$ cat config.mk
export PLATFORM = sky130hd
export DESIGN_NAME = frct_ram
export DESIGN_NICKNAME = d
export VERILOG_FILES = /design/src/sv/frct_ram.sv
export SDC_FILE = /design/constraint.sdc
export NUM_CORES = 1
export LEC_CHECK = 0
export BUFFER_PORTS_ARGS = -buffer_cell sky130_fd_sc_hd__buf_2
export CAP_MARGIN = 20
export CORE_AREA = 5 5 137 139
export DETAILED_ROUTE_END_ITERATION = 12
export DIE_AREA = 0 0 142 144
export HOLD_SLACK_MARGIN = 0.1
export PLACE_DENSITY = 0.54
export SYNTH_ARGS = -nofsm -noshare
export SYNTH_HDL_FRONTEND = slang
export SYNTH_SLANG_ARGS = --single-unit
$ cat constraint.sdc
create_clock -name clock -period 3.3 [get_ports clock]
set_input_delay 0.66 -clock clock [delete_from_list [all_inputs] [get_ports clock]]
set_output_delay 0.66 -clock clock [all_outputs]
set_load 0.02 [all_outputs]
$ cat src/sv/frct_ram.sv
// ----------------------------------------------------------------------------
// frct_ram
// Generic single-write, single-read RAM with registered read data.
// ----------------------------------------------------------------------------
module frct_ram #(
   parameter int WIDTH = 8,
   parameter int DEPTH = 16
) (
   input  logic                     clock,
   input  logic                     we,
   input  logic [$clog2(DEPTH)-1:0] waddr,
   input  logic [WIDTH-1:0]         wdata,
   input  logic [$clog2(DEPTH)-1:0] raddr,
   output logic [WIDTH-1:0]         rdata
);
   logic [WIDTH-1:0] mem [DEPTH];
   logic [WIDTH-1:0] rdata_ff;

   always_ff @(posedge clock) begin
      if (we) begin
         mem[waddr] <= wdata;
      end
      rdata_ff <= mem[raddr];
   end

   assign rdata = rdata_ff;
endmodule

==> results of run 1 <==
-- power by group through the flow --
stage	clock network (W)	registers [W]	logic (W)
after floorplan	0	0.00199	0.0000980
after global placement	0	0.00198	0.000185
after detailed placement	0	0.00198	0.000191
after CTS	0.00195	0.00195	0.000191
after global routing	0.00204	0.00195	0.000204
final	0.00192	0.00195	0.000186
-- worst paths after layout --
path                            start                   end  slack, ps  cells past startpoint
setup / recovery             raddr[0]      rdata[2]$_DFF_P_       1300                      5
hold / removal               wdata[0]  mem[11][0]$_DFFE_PP_        630                      1
setup reg to reg  mem[9][2]$_DFFE_PP_      rdata[2]$_DFF_P_       1950                      3
hold reg to reg   mem[7][1]$_DFFE_PP_      rdata[1]$_DFF_P_        670                      3
-- layer usage --
metal / up-vias / share of wire, % / global-route usage, %
met5: - / 0 / 0
met4: 0 / 1.0 / 3.79
met3: 12 / 4.0 / 3.57
met2: 49 / 46 / 17.6
met1: 1278 / 49 / 16.0
li1: 1067 / - / -
-- registers in the layout, summed over array words and instances, names as in the netlist --
register / flops
mem: 128
rdata: 8
-- metrics by stage --
stage	instances	setup slack [ps]	util (%)
4_1_cts	518	1260	35.2
5_1_grt	518	1110	35.2
6_report	518	1300	35.2
3_3_place_gp	486	849	31.8
3_5_place_dp	486	823	31.8
2_1_floorplan	229	1150	-
-- final cells by class --
cell class                 instances  area (µm²)  area share, %
clock buffer                      23         488           7.90
clock inverter                     9         120           1.94
timing repair buffer              38         223           3.60
multi-input combinational         83        1060           17.1
tap                              229         287           4.64
sequential                       136        4000           64.8
-- critical path: cells and delay by family --
family / cells / cell delay [ps]
and+or+nand+nor: 1 / 80
AOI/OAI and AO/OA: 1 / 200
buffers and inverters: 2 / 730
muxes: 1 / 610
-- placed cells by master, fill, tap and decap left out, drive strengths merged --
cell type    n
clkbuf      23
or3b         1
mux4        32
nand3b       2
nor3         4
a22oi       16
dfxtp        8
edfxtp     128
buf         38
clkinv       6
and2b        1
nand3        1
nor2        13
nor2b        1
bufinv       3
and2         1
nand2        9
nand2b       2
-- cell families after synthesis --
family / Yosys count
compound gates: 16
mux: 32
buf+inv: 10
simple gates: 35
flops: 136
==> impl_metrics.json, run 1 <==
{
  "status": "complete, no violations",
  "p_int_w": 0.00326,
  "ys.warnings.count": 0,
  "insertion_delay_ps": 410,
  "dp_hpwl_um": 6890,
  "dieArea_um2": 20400,
  "p_clk_share_pct": 47.4,
  "seq_area_frac_synth_pct": 77.8,
  "power_switching_w": 0.000790,
  "synthDistinctLibCells": 19,
  "cp-end-kind": "flip-flop",
  "ioPinCount": 26,
  "num-nets-final": 294,
  "synthCells": 229,
  "rsz0062_at_grt": "no",
  "synth_top_cell_by_area": "edfxtp_1",
  "clkSinkCount": 136,
  "dieWidth_um": 142,
  "ys_seq_elements": 136,
  "wirelength_um": 10900,
  "crit_arrival_ps": 2290,
  "placed_area_um2": 5570,
  "row_count": 49,
  "synth-compound-area-share_pct": 2.33,
  "skew_ps": 3.79,
  "fin_crit_ps": 2000,
  "grt_pass1_wl_um": 16900,
  "area_growth_pct": 20.0,
  "post-route-period-util_pct": 60.7,
  "async_reset_ff_share_pct": 0,
  "worstSetupStartpointType": "primary input",
  "ys.flop_type": "edfxtp_1",
  "p_seq_share_pct": 48.0,
  "grt_use_total_pct": 11.6,
  "cts_setup_buffers": 0,
  "synth_area_um2": 5150,
  "fmax_mhz": 499,
  "fill_cells": 1665,
  "hold_buffers": 0,
  "first_pass_iters": 4,
  "tns_ps": 0,
  "clk_path_buf_depth": 2,
  "via_count": 2406,
  "start_util_pct": 29.4,
  "avgRoutedWirePerCell_um": 21.0,
  "grt_max_degree": 18,
  "path_max_fanout": 13,
  "path_clk_slew_ps": 50,
  "synth_adder_area_share_pct": 0,
  "yosys-top-cells-area": "edfxtp_1 (75%), mux4_2 (7.9%), mux4_1 (7.1%), dfxtp_1 (3.1%), a22oi_1 (2.3%)",
  "path_cells": "buf_2 > buf_4 > mux4_1 > a22oi_1 > nand2_1",
  "p_leak_nw": 2.07,
  "tightest_slew_ps": 1070,
  "drive_gt1_share_pct": 30.1,
  "antenna_found_initial": 0,
  "ys_top_cells_by_count": "edfxtp_1 (128), mux4_2 (18), a22oi_1 (16)",
  "p_comb_share_pct": 4.6,
  "port_buffers": 25,
  "maxSlewHeadroom_pct": 28.2,
  "yosys.cell_count.top_type": "edfxtp_1",
  "cts_resized": 0,
  "die_height_um": 144,
  "synth-edff-count": 128,
  "gr-total-overflow": 0,
  "slowest_stage": "mux4_1",
  "synth.top_cell.area_share_pct": 74.7,
  "routed_via_density": 4.64,
  "coreArea_um2": 17500,
  "hold_viol_final": 0,
  "finalInstanceArea_um2": 6180,
  "synth_top_family_by_area": "multiplexers",
  "power_w": 0.00405,
  "synth_mux_area_share_pct": 15.0,
  "synth-xor-area-share_pct": 0,
  "hold_ws_ps": 633,
  "antenna_left": 0,
  "slew_violations": 0,
  "synth.net_count": 247,
  "max_stage_delay_ps": 610,
  "grt_pass1_vias": 2694,
  "drt_iter0_drc": 194,
  "cts-root-buf": "clkbuf_16",
  "worstHoldPathType": "primary input to flip-flop",
  "criticalPathCategory": "primary input to flip-flop",
  "cts_made_buffers": 17,
  "setup-violations-final": 0,
  "synth-simple-area-share_pct": 3.18,
  "n_antenna_cell": 0,
  "drc": 0,
  "htree_levels": 4,
  "peakVddDrop_mv": 0.375,
  "switching_share_pct": 19.5,
  "cts_tree": "yes",
  "cap_violations": 0,
  "power_density_nw_per_um2": 656,
  "worstPathRequired_ps": 3590,
  "gp_congestion": 0.701,
  "syn_area_per_cell_um2": 22.5
}
No activity file was read; power rests on OpenSTA's default activity.
==> run 2, diff against run 1 <==
PLACE_DENSITY = 0.55   (was 0.54)
clock period = 1.7 ns   (was 3.3 ns; I/O delays follow)
==> run 2 against run 1 <==
  * Non-clock buffer count rose by 13
  * First-iteration DRC count rose by 18%
  * Die area unchanged
  * Global-route usage rose by 0.24 points
  * Final cell count grew 2.5%
  * Power rose by 97%
==> impl_metrics.json, run 2 (same netlist as run 1, synthesis figures left out) <==
{
  "status": "complete, no violations",
  "drc": 0,
  "cts_tree": "yes",
  "cts_made_buffers": 17,
  "largest_reg_flops": 128,
  "dieArea_um2": 20400,
  "path_clk_slew_ps": 60,
  "insertion_delay_ps": 410,
  "dp_cells": 499,
  "ioPinCount": 26,
  "clk_path_buf_depth": 2,
  "p_leak_nw": 2.14,
  "criticalPathCategory": "flip-flop to flip-flop",
  "n_antenna_cell": 0,
  "drive_gt1_share_pct": 34.1,
  "num-nets-final": 307,
  "regMostFlops": "mem",
  "coreArea_um2": 17500,
  "routed_via_density": 4.63,
  "crit_arrival_ps": 1710,
  "start_util_pct": 29.4,
  "tns_ps": 0,
  "slew_violations": 0,
  "dieWidth_um": 142,
  "row_count": 49,
  "layout_commonest_cell": "edfxtp_1",
  "grt_use_total_pct": 11.8,
  "placed_area_um2": 5720,
  "cp-end-kind": "flip-flop",
  "htree_levels": 4,
  "power_density_nw_per_um2": 1260,
  "setup-violations-final": 0,
  "area_growth_pct": 23.3,
  "instances_no_fill": 531,
  "drt_iter0_drc": 229,
  "cts-root-buf": "clkbuf_16",
  "cts_resized": 0,
  "finalInstanceArea_um2": 6350,
  "hold_ws_ps": 308,
  "gr-total-overflow": 0,
  "via_count": 2460,
  "grt_pass1_vias": 2757,
  "dp_hpwl_um": 7120,
  "wirelength_um": 11000,
  "antenna_left": 0,
  "hold_buffers": 0,
  "worstSetupStartpointType": "flip-flop",
  "maxSlewHeadroom_pct": 45.2,
  "dp_slack_ps": -112,
  "avgRoutedWirePerCell_um": 20.7,
  "first_pass_iters": 4,
  "cts_setup_buffers": 0,
  "antenna_found_initial": 0,
  "grt_max_degree": 22,
  "fin_crit_ps": 1410,
  "worstPathRequired_ps": 1990,
  "clkSinkCount": 136,
  "die_height_um": 144,
  "fmax_mhz": 709,
  "port_buffers": 25,
  "skew_ps": 5.83,
  "grt_pass1_wl_um": 17100,
  "path_max_fanout": 1,
  "peakVddDrop_mv": 0.973,
  "fin_ws_ps": 289,
  "most-common-layout-cells": "edfxtp_1 (128), buf_2 (25), buf_4 (22), mux4_2 (18), clkbuf_16 (17)",
  "gp_congestion": 0.683,
  "tightest_slew_ps": 820,
  "worstHoldPathType": "primary input to flip-flop",
  "rsz0062_at_grt": "no",
  "cap_violations": 0,
  "post-route-period-util_pct": 83.0,
  "hold_viol_final": 0
}
## run 2: cell type report
cell class	instances	area, µm²
Fill cell	1656	11200
Sequential cell	136	4000
Multi-Input combinational cell	83	1060
Clock buffer	17	425
Timing Repair Buffer	51	370
Tap cell	229	287
Clock inverter	15	200
## run 2: report_power, final
group | internal, W | switching [W]
logic | 0.000168 | 0.000230
clock network | 0.00246 | 0.00138
registers | 0.00375 | 0.0000238
total | 0.00637 | 0.00163
## run 2: critical path: stages (launching register included)
cell and delay [ps]:
edfxtp_1 370, mux4_1 570, a22oi_1 280, nand2_1 80
## run 2: metrics by stage
step                      total power [W]  utilization, %
after floorplan                   0.00405               -
after CTS                         0.00811            36.2
final                             0.00800            36.2
after global routing              0.00828            36.2
after global placement            0.00424            32.6
after detailed placement          0.00425            32.6
## run 2: path summary, 6_finish.rpt
check	from	end	slack [ps]	depth (start not counted)
max	mem[9][1]$_DFFE_PP_	rdata[1]$_DFF_P_	290	3
min	wdata[7]	mem[1][7]$_DFFE_PP_	310	1
max reg2reg	mem[9][1]$_DFFE_PP_	rdata[1]$_DFF_P_	290	3
min reg2reg	mem[13][4]$_DFFE_PP_	rdata[4]$_DFF_P_	690	3
## run 2: routing by layer
metal	part of all wire, %	vias up	global-route usage, %
met1	45	1292	15.9
met4	1.3	0	4.39
li1	-	1095	-
met2	48	61	18.0
met5	0	-	0
met3	5.6	12	3.80
==> run 3, diff against run 2 <==
ABC_AREA = 1   (was default)
CORE_AREA = 5 5 145 147   (was 5 5 137 139)
DIE_AREA = 0 0 150 152   (was 0 0 142 144)
clock period = 1.15 ns   (was 1.7 ns; I/O delays follow)
==> run 3 against run 2 <==
  * Critical path depth down 2
  * Clock skew down 0.92 ps
  * Synthesized area up 12%
  * Largest cell class unchanged
  * First-iteration DRC count up 66%
  * Critical path type is now flip-flop to primary output
  * Global-route usage up 0.93 points
  * Wire length up 26%
  * Register-to-register slack worse by 120 ps
  * Largest power group is now registers
  * Power up 38%
  * Via count up 60%
  * Combinational power up 98%
  * Highest routed layer unchanged
==> impl_metrics.json, run 3 <==
{
  "status": "complete, no violations",
  "drive_gt1_share_pct": 14.1,
  "path_clk_slew_ps": 50,
  "first_pass_iters": 5,
  "synth_top_cell_by_area": "edfxtp_1",
  "grt_max_degree": 62,
  "synthCells": 551,
  "avgRoutedWirePerCell_um": 15.6,
  "regMostFlops": "mem",
  "clk_path_buf_depth": 2,
  "row_count": 52,
  "p_comb_share_pct": 7.1,
  "coreArea_um2": 19800,
  "seq_area_frac_synth_pct": 69.4,
  "worst-path-buf-inv": 1,
  "cts_made_buffers": 17,
  "start_util_pct": 29.2,
  "worstSetupStartpointType": "flip-flop",
  "synthDistinctLibCells": 12,
  "hold_viol_final": 0,
  "tightest_slew_ps": 394,
  "area_growth_pct": 19.7,
  "htree_levels": 4,
  "cts_setup_buffers": 0,
  "cap_violations": 0,
  "crit_family": "flip-flops",
  "drc": 0,
  "p_leak_nw": 2.96,
  "dp_hpwl_um": 8760,
  "most-common-layout-cells": "nand2_1 (173), edfxtp_1 (128), inv_1 (100), nand3_1 (97), buf_4 (29)",
  "grt_pass1_wl_um": 21800,
  "hold_ws_ps": 176,
  "dp_cells": 854,
  "cts-root-buf": "clkbuf_16",
  "max_stage_delay_ps": 360,
  "yosys-top-cells-area": "edfxtp_1 (67%), nand2_1 (11%), nand3_1 (8.4%), inv_1 (6.5%), dfxtp_1 (2.8%)",
  "slew_violations": 0,
  "synth_area_um2": 5770,
  "n_antenna_cell": 0,
  "rsz0062_at_grt": "no",
  "gr-total-overflow": 0,
  "fill_cells": 1996,
  "wirelength_um": 13800,
  "gp_congestion": 0.865,
  "grt_use_total_pct": 12.8,
  "slowest_stage": "dfxtp_2",
  "grt_pass1_vias": 3886,
  "peakVddDrop_mv": 1.06,
  "maxSlewHeadroom_pct": 73.7,
  "largest_reg_flops": 128,
  "instances_no_fill": 886,
  "fmax_mhz": 889,
  "hold_buffers": 0,
  "ys_top_cells_by_count": "nand2_1 (173), edfxtp_1 (128), inv_1 (100)",
  "async_reset_ff_share_pct": 0,
  "skew_ps": 4.90,
  "cts_resized": 12,
  "path_cells": "buf_6",
  "fin_crit_ps": 1120,
  "ioPinCount": 26,
  "synth.top_cell.area_share_pct": 66.7,
  "yosys.cell_count.top_type": "nand2_1",
  "path_max_fanout": 1,
  "via_count": 3933,
  "synth-edff-count": 128,
  "multi_input_comb_area_um2": 1210,
  "ys.warnings.count": 0,
  "worstHoldPathType": "primary input to flip-flop",
  "drt_iter0_drc": 381,
  "antenna_left": 0,
  "switching_share_pct": 21.9,
  "post-route-period-util_pct": 97.8,
  "ys.flop_type": "edfxtp_1",
  "die_height_um": 152,
  "routed_via_density": 4.44,
  "worstPathRequired_ps": 920,
  "power_density_nw_per_um2": 1600,
  "clkSinkCount": 136,
  "num-nets-final": 621,
  "layout_commonest_cell": "nand2_1",
  "cp-end-kind": "primary output",
  "p_seq_share_pct": 50.5,
  "criticalPathCategory": "flip-flop to primary output",
  "port_buffers": 25,
  "antenna_found_initial": 0,
  "power_switching_w": 0.00243,
  "cts_tree": "yes",
  "dieArea_um2": 22800,
  "synth.net_count": 569,
  "setup-violations-final": 0,
  "syn_area_per_cell_um2": 10.5,
  "p_int_w": 0.00864,
  "ys_seq_elements": 136,
  "seqCellArea_um2": 4010,
  "p_clk_share_pct": 42.4,
  "dieWidth_um": 150,
  "crit_arrival_ps": 890,
  "insertion_delay_ps": 420
}
## run 3: changes by cell type in the layout (fill, tap and decap cells not counted), sizes merged, moves of 6 or more
cell / change
inv: +100
a22oi: -16
buf: +6
clkbuf: +9
nand3: +96
nand2: +164
mux4: -32
## run 3: final timing paths
check	start	end	slack (ps)	cells after the start
min reg2reg	mem[8][6]$_DFFE_PP_	rdata[6]$_DFF_P_	680	6
max	rdata[4]$_DFF_P_	rdata[4]	30	1
max reg2reg	mem[9][4]$_DFFE_PP_	rdata[4]$_DFF_P_	170	6
min	raddr[3]	rdata[6]$_DFF_P_	180	3
## run 3: cells by family (layout without fill, tap and decap cells)
group         after synthesis  after routing  share of synthesized area [%]
buf+inv                   126            191                           9.52
simple gates              289            289                           21.0
flops                     136            136                           69.4
## run 3: final cells by class
| class | instances | share of cell area (%) |
|---|---|---|
| Clock buffer | 26 | 6.94 |
| Clock inverter | 6 | 0.399 |
| Inverter | 102 | 5.55 |
| Multi-Input combinational cell | 289 | 17.6 |
| Sequential cell | 136 | 58.1 |
| Tap cell | 270 | 4.89 |
| Timing Repair Buffer | 57 | 6.54 |
## run 3: metal layers
metal | global-route usage (%) | wire length [µm] | up-vias
li1 | - | - | 1876
met1 | 16.1 | 5980 | 1921
met2 | 21.1 | 6880 | 107
met3 | 2.53 | 604 | 29
met4 | 5.93 | 378 | 0
met5 | 0 | 0 | -
## run 3: through the flow
step	utilization [%]	total power, W	TNS (ps)	instance area [µm²]	worst slack, ps
3_3_place_gp	32.2	0.00645	-9790	6370	-175
3_5_place_dp	32.2	0.00646	-10640	6370	-178
5_1_grt	34.9	0.0115	0	6900	3.57
4_1_cts	34.9	0.0112	0	6900	0.365
6_report	34.9	0.0111	0	6900	25.0
2_1_floorplan	-	0.00610	-1970	5770	-30.8
## run 3: power by group through the flow
stage,clock (W),sequential [W],combinational (W)
2_1_floorplan,0,0.00571,0.000391
3_3_place_gp,0,0.00569,0.000766
3_5_place_dp,0,0.00569,0.000774
4_1_cts,0.00478,0.00559,0.000794
5_1_grt,0.00502,0.00560,0.000868
6_report,0.00469,0.00559,0.000786
